===== config.mk =====
export PLATFORM = sky130hd
export DESIGN_NAME = card_reader_byte_store
export DESIGN_NICKNAME = d
export VERILOG_FILES = /design/src/rtl/crbs_pkg.sv /design/src/rtl/card_reader_byte_store.sv /design/src/rtl/crbs_ram.sv /design/src/rtl/crbs_ctrl.sv
export VERILOG_INCLUDE_DIRS = /design/src /design/src/rtl
export SDC_FILE = /design/constraint.sdc
export NUM_CORES = 2
export LEC_CHECK = 0
export BUFFER_PORTS_ARGS = -buffer_cell sky130_fd_sc_hd__buf_2
export CAP_MARGIN = 25
export CORE_MARGIN = 5
export CORE_UTILIZATION = 25
export DETAILED_ROUTE_END_ITERATION = 8
export GPL_TIMING_DRIVEN = 0
export PLACE_DENSITY = 0.44
export SETUP_SLACK_MARGIN = 0.15
export SLEW_MARGIN = 10
export SYNTH_ARGS = -nofsm -noshare
export SYNTH_HDL_FRONTEND = slang
export SYNTH_SLANG_ARGS = --single-unit

===== constraint.sdc =====
create_clock -name clk -period 10.15 [get_ports clk]
set_clock_uncertainty 0.15 [all_clocks]
set_input_delay 2.03 -clock clk [delete_from_list [all_inputs] [get_ports clk]]
set_output_delay 2.03 -clock clk [all_outputs]
set_load 0.02 [all_outputs]

===== src/rtl/card_reader_byte_store_macros.svh =====
// ----------------------------------------------------------------------------
// Card reader byte store: assertion macros
// Concurrent check wrappers, clocked on clk and disabled while arst_n is low.
// ----------------------------------------------------------------------------
`ifndef CARD_READER_BYTE_STORE_MACROS_SVH
`define CARD_READER_BYTE_STORE_MACROS_SVH

`ifndef SYNTHESIS
// Check a property on every rising edge of clk outside reset
`define CRBS_ASSERT(lbl, prop, msg) \
	lbl: assert property (@(posedge clk) disable iff (!arst_n) (prop)) else $error(msg);
// Check that a condition never holds on a rising edge of clk outside reset
`define CRBS_NEVER(lbl, cond, msg) \
	lbl: assert property (@(posedge clk) disable iff (!arst_n) !(cond)) else $error(msg);
`else
`define CRBS_ASSERT(lbl, prop, msg)
`define CRBS_NEVER(lbl, cond, msg)
`endif

`endif


===== src/rtl/crbs_pkg.sv =====
// ----------------------------------------------------------------------------
// Card reader byte store package
// Transfer types and fixed bus codes shared by the store modules.
// ----------------------------------------------------------------------------
package crbs_pkg;

	// Bus codes
	localparam logic [3:0]  SUBSTATE_ACTIVE = 4'd15;
	localparam logic [15:0] INSN_READ_ARM   = 16'h0A28;
	localparam logic [15:0] INSN_WRITE_BYTE = 16'h0A38;
	localparam logic [15:0] INSN_CARD_OFF   = 16'h0A48;

	// Store contents after reset
	localparam logic [7:0]  BYTE_RESET      = 8'h92;

	// Ext bus byte lane is bits 10..3
	localparam int          DATA_LSB        = 3;
	localparam int          DATA_MSB        = 10;

	typedef struct packed {
		logic [3:0]  sub_state;
		logic        write_phase;
		logic [15:0] instruction;
		logic [15:0] ext_in;
	} item_t;

	typedef struct packed {
		logic [15:0] ext_out;
		logic        card_off_pulse;
	} result_t;

	// Per-item info carried from decode into the read stage
	typedef struct packed {
		logic [15:0] ext;
		logic        pulse;
		logic        rd;
	} stage_info_t;

endpackage


===== src/rtl/card_reader_byte_store.sv =====
// ----------------------------------------------------------------------------
// Card reader byte store
// Top level: bus item decode, byte store and result register.
// ----------------------------------------------------------------------------
// After reset the block fills the byte store with 0x92 in a clearing sweep and
// holds item_ready low meanwhile. From then on it takes one bus item per clock
// while stage 1 is empty or can move on into the result register; each item
// passes through stage 1 (store read) and the result register. The single store
// port serves one byte write or one byte read per item; a write is visible to the next item's read.
`include "card_reader_byte_store_macros.svh"

module card_reader_byte_store import crbs_pkg::*; #(
	parameter int CARD_BYTES = 300
) (
	input  logic    clk,
	input  logic    arst_n,
	input  logic    item_valid,
	output logic    item_ready,
	input  item_t   item,
	output logic    result_valid,
	input  logic    result_ready,
	output result_t result
);

	localparam int AW = (CARD_BYTES > 1) ? $clog2(CARD_BYTES) : 1;

	logic          accept;
	logic          busy;
	logic          s1_adv;
	stage_info_t   info;
	stage_info_t   info_s1;
	logic          valid_s1;
	logic          out_valid_q;
	result_t       out_q;
	logic          ram_we;
	logic          ram_re;
	logic [AW-1:0] ram_addr;
	logic [7:0]    ram_wdata;
	logic [7:0]    ram_rdata;

	crbs_ctrl #(
		.CARD_BYTES(CARD_BYTES),
		.AW        (AW)
	) u_ctrl (
		.clk      (clk),
		.arst_n   (arst_n),
		.accept   (accept),
		.item     (item),
		.busy     (busy),
		.info     (info),
		.ram_we   (ram_we),
		.ram_re   (ram_re),
		.ram_addr (ram_addr),
		.ram_wdata(ram_wdata)
	);

	crbs_ram #(
		.WIDTH(8),
		.DEPTH(CARD_BYTES)
	) u_ram (
		.clk  (clk),
		.we   (ram_we),
		.re   (ram_re),
		.addr (ram_addr),
		.wdata(ram_wdata),
		.rdata(ram_rdata)
	);

	// Handshake: stage 1 moves on when the result register is free or is being taken
	assign s1_adv     = valid_s1 && (!out_valid_q || result_ready);
	assign item_ready = !busy && (!valid_s1 || s1_adv);
	assign accept     = item_valid && item_ready;

	// Stage 1 valid; read data arrives during this stage
	always_ff @(posedge clk or negedge arst_n) begin
		if (!arst_n) begin
			valid_s1    <= 1'b0;
			out_valid_q <= 1'b0;
		end else begin
			if (accept) begin
				valid_s1 <= 1'b1;
			end else if (s1_adv) begin
				valid_s1 <= 1'b0;
			end
			if (s1_adv) begin
				out_valid_q <= 1'b1;
			end else if (result_ready) begin
				out_valid_q <= 1'b0;
			end
		end
	end

	// Payload: hold item info, merge the read byte into ext
	always_ff @(posedge clk) begin
		if (accept) begin
			info_s1 <= info;
		end
		if (s1_adv) begin
			out_q.ext_out        <= info_s1.ext |
				(info_s1.rd ? {5'b0, ram_rdata, 3'b0} : 16'h0000);
			out_q.card_off_pulse <= info_s1.pulse;
		end
	end

	assign result_valid = out_valid_q;
	assign result       = out_q;

	`CRBS_ASSERT(a_rise_from_s1, $rose(out_valid_q) |-> $past(valid_s1),
		"result appeared without stage 1 item")
	`CRBS_ASSERT(a_s1_hold, valid_s1 && !s1_adv |=> valid_s1,
		"stalled stage 1 item lost")

endmodule


===== src/rtl/crbs_ram.sv =====
// ----------------------------------------------------------------------------
// Generic single-port RAM
// One write and one read possible per cycle at a shared address; read data registered.
// ----------------------------------------------------------------------------
module crbs_ram #(
	parameter int WIDTH = 8,
	parameter int DEPTH = 300
) (
	input  logic                                       clk,
	input  logic                                       we,
	input  logic                                       re,
	input  logic [((DEPTH > 1) ? $clog2(DEPTH) : 1)-1:0] addr,
	input  logic [WIDTH-1:0]                           wdata,
	output logic [WIDTH-1:0]                           rdata
);

	logic [WIDTH-1:0] mem [DEPTH];
	logic [WIDTH-1:0] rdata_q;

	// Write and registered read
	always_ff @(posedge clk) begin
		if (we) begin
			mem[addr] <= wdata;
		end
		if (re) begin
			rdata_q <= mem[addr];
		end
	end

	assign rdata = rdata_q;

endmodule


===== src/rtl/crbs_ctrl.sv =====
// ----------------------------------------------------------------------------
// Card reader byte store control
// Decodes bus items, keeps the byte pointer and read flags, drives the store
// port and runs the clearing sweep after reset.
// ----------------------------------------------------------------------------
`include "card_reader_byte_store_macros.svh"

module crbs_ctrl import crbs_pkg::*; #(
	parameter int CARD_BYTES = 300,
	parameter int AW         = (CARD_BYTES > 1) ? $clog2(CARD_BYTES) : 1
) (
	input  logic          clk,
	input  logic          arst_n,
	input  logic          accept,
	input  item_t         item,
	output logic          busy,
	output stage_info_t   info,
	output logic          ram_we,
	output logic          ram_re,
	output logic [AW-1:0] ram_addr,
	output logic [7:0]    ram_wdata
);

	localparam logic [AW-1:0] LAST = AW'(CARD_BYTES - 1);

	logic [AW-1:0] ptr_q;
	logic [AW-1:0] ptr_next;
	logic [AW-1:0] ptr_inc;
	logic [AW-1:0] clr_addr_q;
	logic          clearing_q;
	logic          rd_req_q;
	logic          rd_dly_q;
	logic          active;
	logic          do_read;
	logic          do_write;
	logic          do_off;

	// Decode the accepted transfer
	assign active   = accept && (item.sub_state == SUBSTATE_ACTIVE);
	assign do_read  = active && item.write_phase && rd_dly_q;
	assign do_write = active && !item.write_phase && (item.instruction == INSN_WRITE_BYTE);
	assign do_off   = active && !item.write_phase && (item.instruction == INSN_CARD_OFF);

	// Advance with wrap at the last byte
	assign ptr_inc = (ptr_q == LAST) ? '0 : ptr_q + AW'(1);

	always_comb begin
		ptr_next = ptr_q;
		if (do_read || do_write) begin
			ptr_next = ptr_inc;
		end else if (do_off) begin
			ptr_next = '0;
		end
	end

	// Pointer, read flags and clearing sweep
	always_ff @(posedge clk or negedge arst_n) begin
		if (!arst_n) begin
			ptr_q      <= '0;
			rd_req_q   <= 1'b0;
			rd_dly_q   <= 1'b0;
			clearing_q <= 1'b1;
			clr_addr_q <= '0;
		end else begin
			ptr_q <= ptr_next;
			if (active && !item.write_phase) begin
				rd_dly_q <= rd_req_q;
				rd_req_q <= (item.instruction == INSN_READ_ARM);
			end
			if (clearing_q) begin
				clr_addr_q <= clr_addr_q + AW'(1);
				if (clr_addr_q == LAST) begin
					clearing_q <= 1'b0;
				end
			end
		end
	end

	// Store port: sweep first, then item accesses
	assign ram_we    = clearing_q || do_write;
	assign ram_re    = do_read;
	assign ram_addr  = clearing_q ? clr_addr_q : ptr_q;
	assign ram_wdata = clearing_q ? BYTE_RESET : item.ext_in[DATA_MSB:DATA_LSB];

	assign busy       = clearing_q;
	assign info.ext   = item.ext_in;
	assign info.pulse = do_off;
	assign info.rd    = do_read;

	`CRBS_ASSERT(a_ptr_range, ptr_q <= LAST, "byte pointer beyond store")
	`CRBS_NEVER(a_accept_clear, accept && clearing_q, "transfer taken during clearing sweep")
	`CRBS_NEVER(a_rw_same, ram_we && ram_re, "store read and write in one cycle")

endmodule


# After elaboration in Yosys (flattened, before gate mapping)
# Memories as Yosys holds them, arrays and structs flattened. A register that Yosys moved wholly into a read port is not among the register bits.
# Index checks and enable logic that the tools add are counted.
# word_totals
ramBits	2400
out_inout_bits	19
mem_count	1
reg_bits	58
# memory_table
name	depth	width	rd	rd_clocked_by_memory_dff	wr	line	text
u_ram.mem	300	8	1	1	1	crbs_ram.sv:17	logic [WIDTH-1:0] mem [DEPTH];
# op_classes
n_mux	14
n_eq_ne	6
n_bitwise	1
addsub	2
n_reduce_logical	20
# ops
op	count
$eq 16x12->1 const B	3
$mux 9	4
$add 9x1->9 const B	2
$eq 9x9->1 const B	2
$or 16x11->16	1
$mux 11	1
$logic_and 1x1->1	9
$mux 1	8
$mux 8	1
$reduce_bool 2->1	3
$eq 4x4->1 const B	1
$logic_not 1->1	4
$logic_or 1x1->1	4

# Longest topological paths before layout
# depth
word_depth	12
depth_mapped	15
depth_no_buf	8

# By module
# From an unflattened synthesis, not the netlist that was laid out.
# unflattened
hier_cells	4618
area_unflattened_um2	96253.6
# modules_own_cells
mod	area_each_um2	cells_each	instances
crbs_ram	93534.7	4399	1
crbs_ctrl	1505.2	165	1
card_reader_byte_store	1213.7	54	1

# Worst setup path after synthesis
# Ideal clock, no wire load.
# synth_timing
kind	in2reg
startpoint	input item[3] (netlist name)
endpoint	memory u_ram.mem[0][0], data pin
n_path_buf	0
t_arrival_ps	9217
path_stages	1
setup_time_ps	1660
t_required_ps	8340
path_slack_ps	-877
path_cell_list	nor2b_1
# synth_between
elab_chain_len	1
# synth_lines
item	line	text
from (decl)	card_reader_byte_store.sv:19	input item_t item,
$mux 8	crbs_ctrl.sv:83	assign ram_wdata = clearing_q ? BYTE_RESET : item.ext_in[DATA_MSB:DATA_LSB];
to (decl)	crbs_ram.sv:17	
# No other way between the ends.

# Worst setup path after layout
# layout_timing
startpoint	register u_ctrl.clearing_q, in the netlist u_ctrl.busy
endpoint	register u_ram.rdata_q[1], in the netlist u_ram.rdata[1], read port of u_ram.mem, data pin
# layout_between
elab_chain_len	6
word_cells_on_any_way	7
cone_classes	1 x mux; 6 x reduce/logical
# layout_lines
item	line	text
from (decl)	crbs_ctrl.sv:30	logic clearing_q;
from (signal assigned)	crbs_ctrl.sv:62	clearing_q <= 1'b1;
from (signal assigned)	crbs_ctrl.sv:73	clearing_q <= 1'b0;
$logic_not 1->1	card_reader_byte_store.sv:71	assign item_ready = !busy && (!valid_s1 || s1_adv);
$logic_and 1x1->1	card_reader_byte_store.sv:71	
$logic_and 1x1->1	card_reader_byte_store.sv:72	assign accept = item_valid && item_ready;
$logic_and 1x1->1	crbs_ctrl.sv:39	assign active = accept && (item.sub_state == SUBSTATE_ACTIVE);
$logic_and 1x1->1 (2 in a row)	crbs_ctrl.sv:40	assign do_read = active && item.write_phase && rd_dly_q;
to (decl)	crbs_ram.sv:18	logic [WIDTH-1:0] rdata_q;
# Several ways; a longest one is shown, not always the timed one.
# A chain may end at the register's enable or synchronous reset.

==> impl_metrics.yaml <==
status:
  outcome: "finished clean"
routing:
  number_of_detailed_route_iterations_in_the_first_pass: 6
  detail_route.vias_per_cell: 5.62
  via_count: 63100
  final_ant_viol_nets: 0
  drtIter0Drc: 11800
  routedWlPerCell_um: 44.0
  detail_route.drc_violations: 0
  detail_route.wirelength_um: 495000
sta:
  fmaxAchievable_mhz: 126
  maxSlewViolCount: 0
  hold_viol_final: 0
  min_period_over_period_pct: 78.5
  final_report_setup_violation_count: 0
  worst_slack_ps: 2180
  final.setup.tns_ps: 0
  worst_pin_slew_ps: 1270
  grt_setup_unrepaired: "no"
  finalWorstPathRequiredPeriod_ps: 7970
  max-slew-margin-rel_pct: 14.5
layout:
  finish.instance_area_mm2: 0.116
  finish.net_count: 5969
  post_route_cells_drive_above_1_share_pct: 23.9
  area_growth_pct: 20.7
  layout.cells.non_filler: 11200
floorplanning:
  start_util_pct: 25.0
  die-width_um: 631
  floorplan.die.height_um: 631
  rows: 228
  dieArea_mm2: 0.398
  core_area_mm2: 0.385
  top_level_ports: 60
logic_synthesis:
  synth_fp_nets: 5366
  synthXorXnorAreaFrac_pct: 0.0909
  synth_compound_area_share_pct: 2.87
  asyncSetResetFlopFracSynth_pct: 0.933
  ys_seq_area_share_pct: 76.7
  yosys.area_share.simple_pct: 6.94
  synth.area.mux_share_pct: 11.7
  number_of_flops_mapped_to_enable_cells_by_yosys: 2443
  synth_top_area_share_pct: 76.1
  synth_cell_type_count: 80
  cells_taking_the_most_area_after_synthesis: "sky130_fd_sc_hd__edfxtp_1, sky130_fd_sc_hd__mux4_2, sky130_fd_sc_hd__nand2_1"
  syn-mean-instance-area_um2: 18.1
  synth_seq_cells: 2466
  syn-instance-count: 5323
  synth_ff_type: "sky130_fd_sc_hd__edfxtp_1"
  synthMostInstantiatedCell: "sky130_fd_sc_hd__edfxtp_1"
  post_synth_instance_area_mm2: 0.0964
  yosys_warnings: 0
  synth_largest_area_cell: "sky130_fd_sc_hd__edfxtp_1"
  synth_common_cells: "sky130_fd_sc_hd__edfxtp_1, sky130_fd_sc_hd__nand2_1, sky130_fd_sc_hd__mux4_2, sky130_fd_sc_hd__nor2_1, sky130_fd_sc_hd__nand3_1"
  synth_adder_area_share_pct: 0.0260
  synth_top_family_by_area: "multiplexers"
grt:
  grt_overflow: 0
  vias_in_the_first_global_route: 57300
  grt_first_pass_wirelength_um: 619000
  grt.total_usage_pct: 24.0
  number_of_antenna_violations_at_the_first_check_in_global_routing: 74
  grt_start_max_net_pins: 77
clock_tree:
  worst_skew_pair.late_latency_ps: 940
  tritoncts.num_buffers: 280
  postCtsHoldBufs: 0
  post_cts_buffers: 0
  clkSlewWorstSetupHoldPaths_ps: 60
  post_cts_resized: 0
  cts_tree: "yes"
  count_of_clock_tree_sinks: 2466
  ctsLongestPathBuffers: 4
  clock_tree.htree_level_count: 5
  clock_tree.root_cell: "sky130_fd_sc_hd__clkbuf_16"
setup_path:
  critPathMaxFanout: 10
  cp_common_cell: "sky130_fd_sc_hd__buf_2"
  reg2reg_from: "u_ctrl.busy"
  criticalPathCategory: "reg2reg"
  critPathArrivalTime_ps: 8200
  r2r.worst_path.cells: 11
  critical_path.max_stage_delay_ps: 1070
  crit_family: "buffers and inverters"
  critical_path.cell_chain: "mux2_2, buf_2, buf_2, buf_2, buf_2, buf_2, mux4_2, a22oi_1, a21oi_1, o31ai_1, nand4_1"
  ff2ff_setup_slack_ps: 2180
  timing.critical_path.to_type: "register"
  cp_slowest_cell: "sky130_fd_sc_hd__buf_2"
  cp_data_required_time_ps: 10390
  timing.rr.end: "u_ram.rdata[1]"
  worst_setup_path_start_kind: "register"
  worst-path-buf-inv: 5
pwr:
  irDropWorstVdd_uv: 139
  combinationalPowerShare_pct: 1.3
  internal-power_uw: 16700
  fraction_of_power_spent_switching_nets_pct: 21.5
  report.power.total_uw: 21300
  power.switching_uw: 4590
  power.static_leakage_uw: 0.0375
  power.density_cell_area_mw_per_mm2: 183
  p_seq_share_pct: 52.5
  power.clock.fraction_pct: 46.2
min_path:
  holdPathStages: 0
  hold_path.startpoint: "info_s1[14]"
  worst_hold_path_type: "reg2reg"
  hold_end: "result[13]"
placement:
  dpl_worst_slack_ps: 2830
  placement.io_buffers: 59
  place_hpwl_um: 344000
  finalWeightedCongestion: 1.06
  placed_area_mm2: 0.107
  dp.cells: 10700
run:
  max-cap-violations: 0
[layout by cell type, fill, tap and decap left out, types with 7 or more instances in the layout]
master and count:
sky130_fd_sc_hd__clkbuf_1 124, sky130_fd_sc_hd__dfrtp_1 22, sky130_fd_sc_hd__buf_4 92, sky130_fd_sc_hd__bufinv_16 14, sky130_fd_sc_hd__a31oi_1 60, sky130_fd_sc_hd__inv_6 9
sky130_fd_sc_hd__and3_1 27, sky130_fd_sc_hd__diode_2 47, sky130_fd_sc_hd__clkinv_1 65, sky130_fd_sc_hd__nor3_1 33, sky130_fd_sc_hd__inv_1 7, sky130_fd_sc_hd__a311oi_1 14
sky130_fd_sc_hd__clkbuf_2 80, sky130_fd_sc_hd__nor2_1 338, sky130_fd_sc_hd__buf_1 7, sky130_fd_sc_hd__nor2_2 32, sky130_fd_sc_hd__clkbuf_16 281, sky130_fd_sc_hd__a22oi_1 30
sky130_fd_sc_hd__clkinv_2 34, sky130_fd_sc_hd__buf_2 197, sky130_fd_sc_hd__nand4_1 91, sky130_fd_sc_hd__buf_16 50, sky130_fd_sc_hd__buf_6 57, sky130_fd_sc_hd__o21ai_0 33
sky130_fd_sc_hd__mux2i_1 124, sky130_fd_sc_hd__a21oi_1 60, sky130_fd_sc_hd__a221oi_1 14, sky130_fd_sc_hd__buf_12 74, sky130_fd_sc_hd__buf_8 24, sky130_fd_sc_hd__a21o_1 9
sky130_fd_sc_hd__nor4_1 10, sky130_fd_sc_hd__nand3_1 206, sky130_fd_sc_hd__edfxtp_1 2443, sky130_fd_sc_hd__nand2_1 753, sky130_fd_sc_hd__mux2_2 10, sky130_fd_sc_hd__o211ai_1 7
sky130_fd_sc_hd__mux4_2 439, sky130_fd_sc_hd__clkinv_8 7, sky130_fd_sc_hd__a32oi_1 75
[worst reg2reg max path: stages, from the launching register on]
cell and delay, ps:
sky130_fd_sc_hd__dfstp_2 590, sky130_fd_sc_hd__mux2_2 450, sky130_fd_sc_hd__buf_2 390, sky130_fd_sc_hd__buf_2 440, sky130_fd_sc_hd__buf_2 880, sky130_fd_sc_hd__buf_2 970, sky130_fd_sc_hd__buf_2 1080, sky130_fd_sc_hd__mux4_2 430
sky130_fd_sc_hd__a22oi_1 360, sky130_fd_sc_hd__a21oi_1 280, sky130_fd_sc_hd__o31ai_1 600, sky130_fd_sc_hd__nand4_1 820
[power by group through the flow]
stage | clock (uW) | combinational [uW] | sequential, uW
after CTS | 9890 | 267 | 11200
after detailed placement | 0 | 266 | 11400
after global routing | 10300 | 281 | 11200
after floorplan | 0 | 81.3 | 11500
final | 9870 | 272 | 11200
after global placement | 0 | 189 | 11500
[layer usage]
metal	global-route usage, %	vias to the layer above	wire (um)
li1	-	22600	-
met4	15.8	18	39200
met1	30.5	33700	183000
met5	0.266	-	265
met2	33.6	5530	203000
met3	9.50	1389	68500
[cells by family after synthesis]
logic type,count (synthesis)
XOR/XNOR,10
buffers and inverters,328
adder cells (fa/ha/maj),2
AND/OR/NAND/NOR,1558
flip-flops,2466
multiplexers,575
AO/OA/AOI/OAI,384
[through the flow]
step / hold WS, ps / utilization [%]
final: 269 / 30.2
after global placement: 257 / 26.8
after detailed placement: 257 / 27.9
after CTS: 271 / 30.1
after floorplan: 250 / -
after global routing: 275 / 30.2
[worst max-delay path by stage]
stage                              to  slack, ps                 start  cells past startpoint
global placement    u_ram.mem[192][5]      -3500               item[8]                      2
floorplan             u_ram.mem[0][0]       2710               item[3]                      1
finish                 u_ram.rdata[1]       2180           u_ctrl.busy                     11
detailed placement     u_ram.rdata[1]       2830           u_ctrl.busy                     11
CTS                    u_ram.rdata[1]       2820           u_ctrl.busy                     11
global route           u_ram.rdata[5]       2510  u_ctrl.clr_addr_q[2]                     10
[state kept, by name (all words and copies together), names as in the netlist, 8 cells and up]
name               count
u_ram.mem           2400
info_s1               18
result                17
u_ctrl.clr_addr_q      9
u_ctrl.ptr_q           9
u_ram.rdata            8
[final cells by class]
class / instances / area [um^2]
multi-input cells: 2529 / 21100
well taps: 5060 / 6330
flip-flops and latches: 2466 / 73900
diodes: 47 / 118
clock buffers: 344 / 7270
plain buffers: 321 / 1710
repair buffers: 321 / 4480
clock inverters: 143 / 1300
inverters: 7 / 26.3
fillers: 37600 / 269000
(Power assumes the default switching activity.)
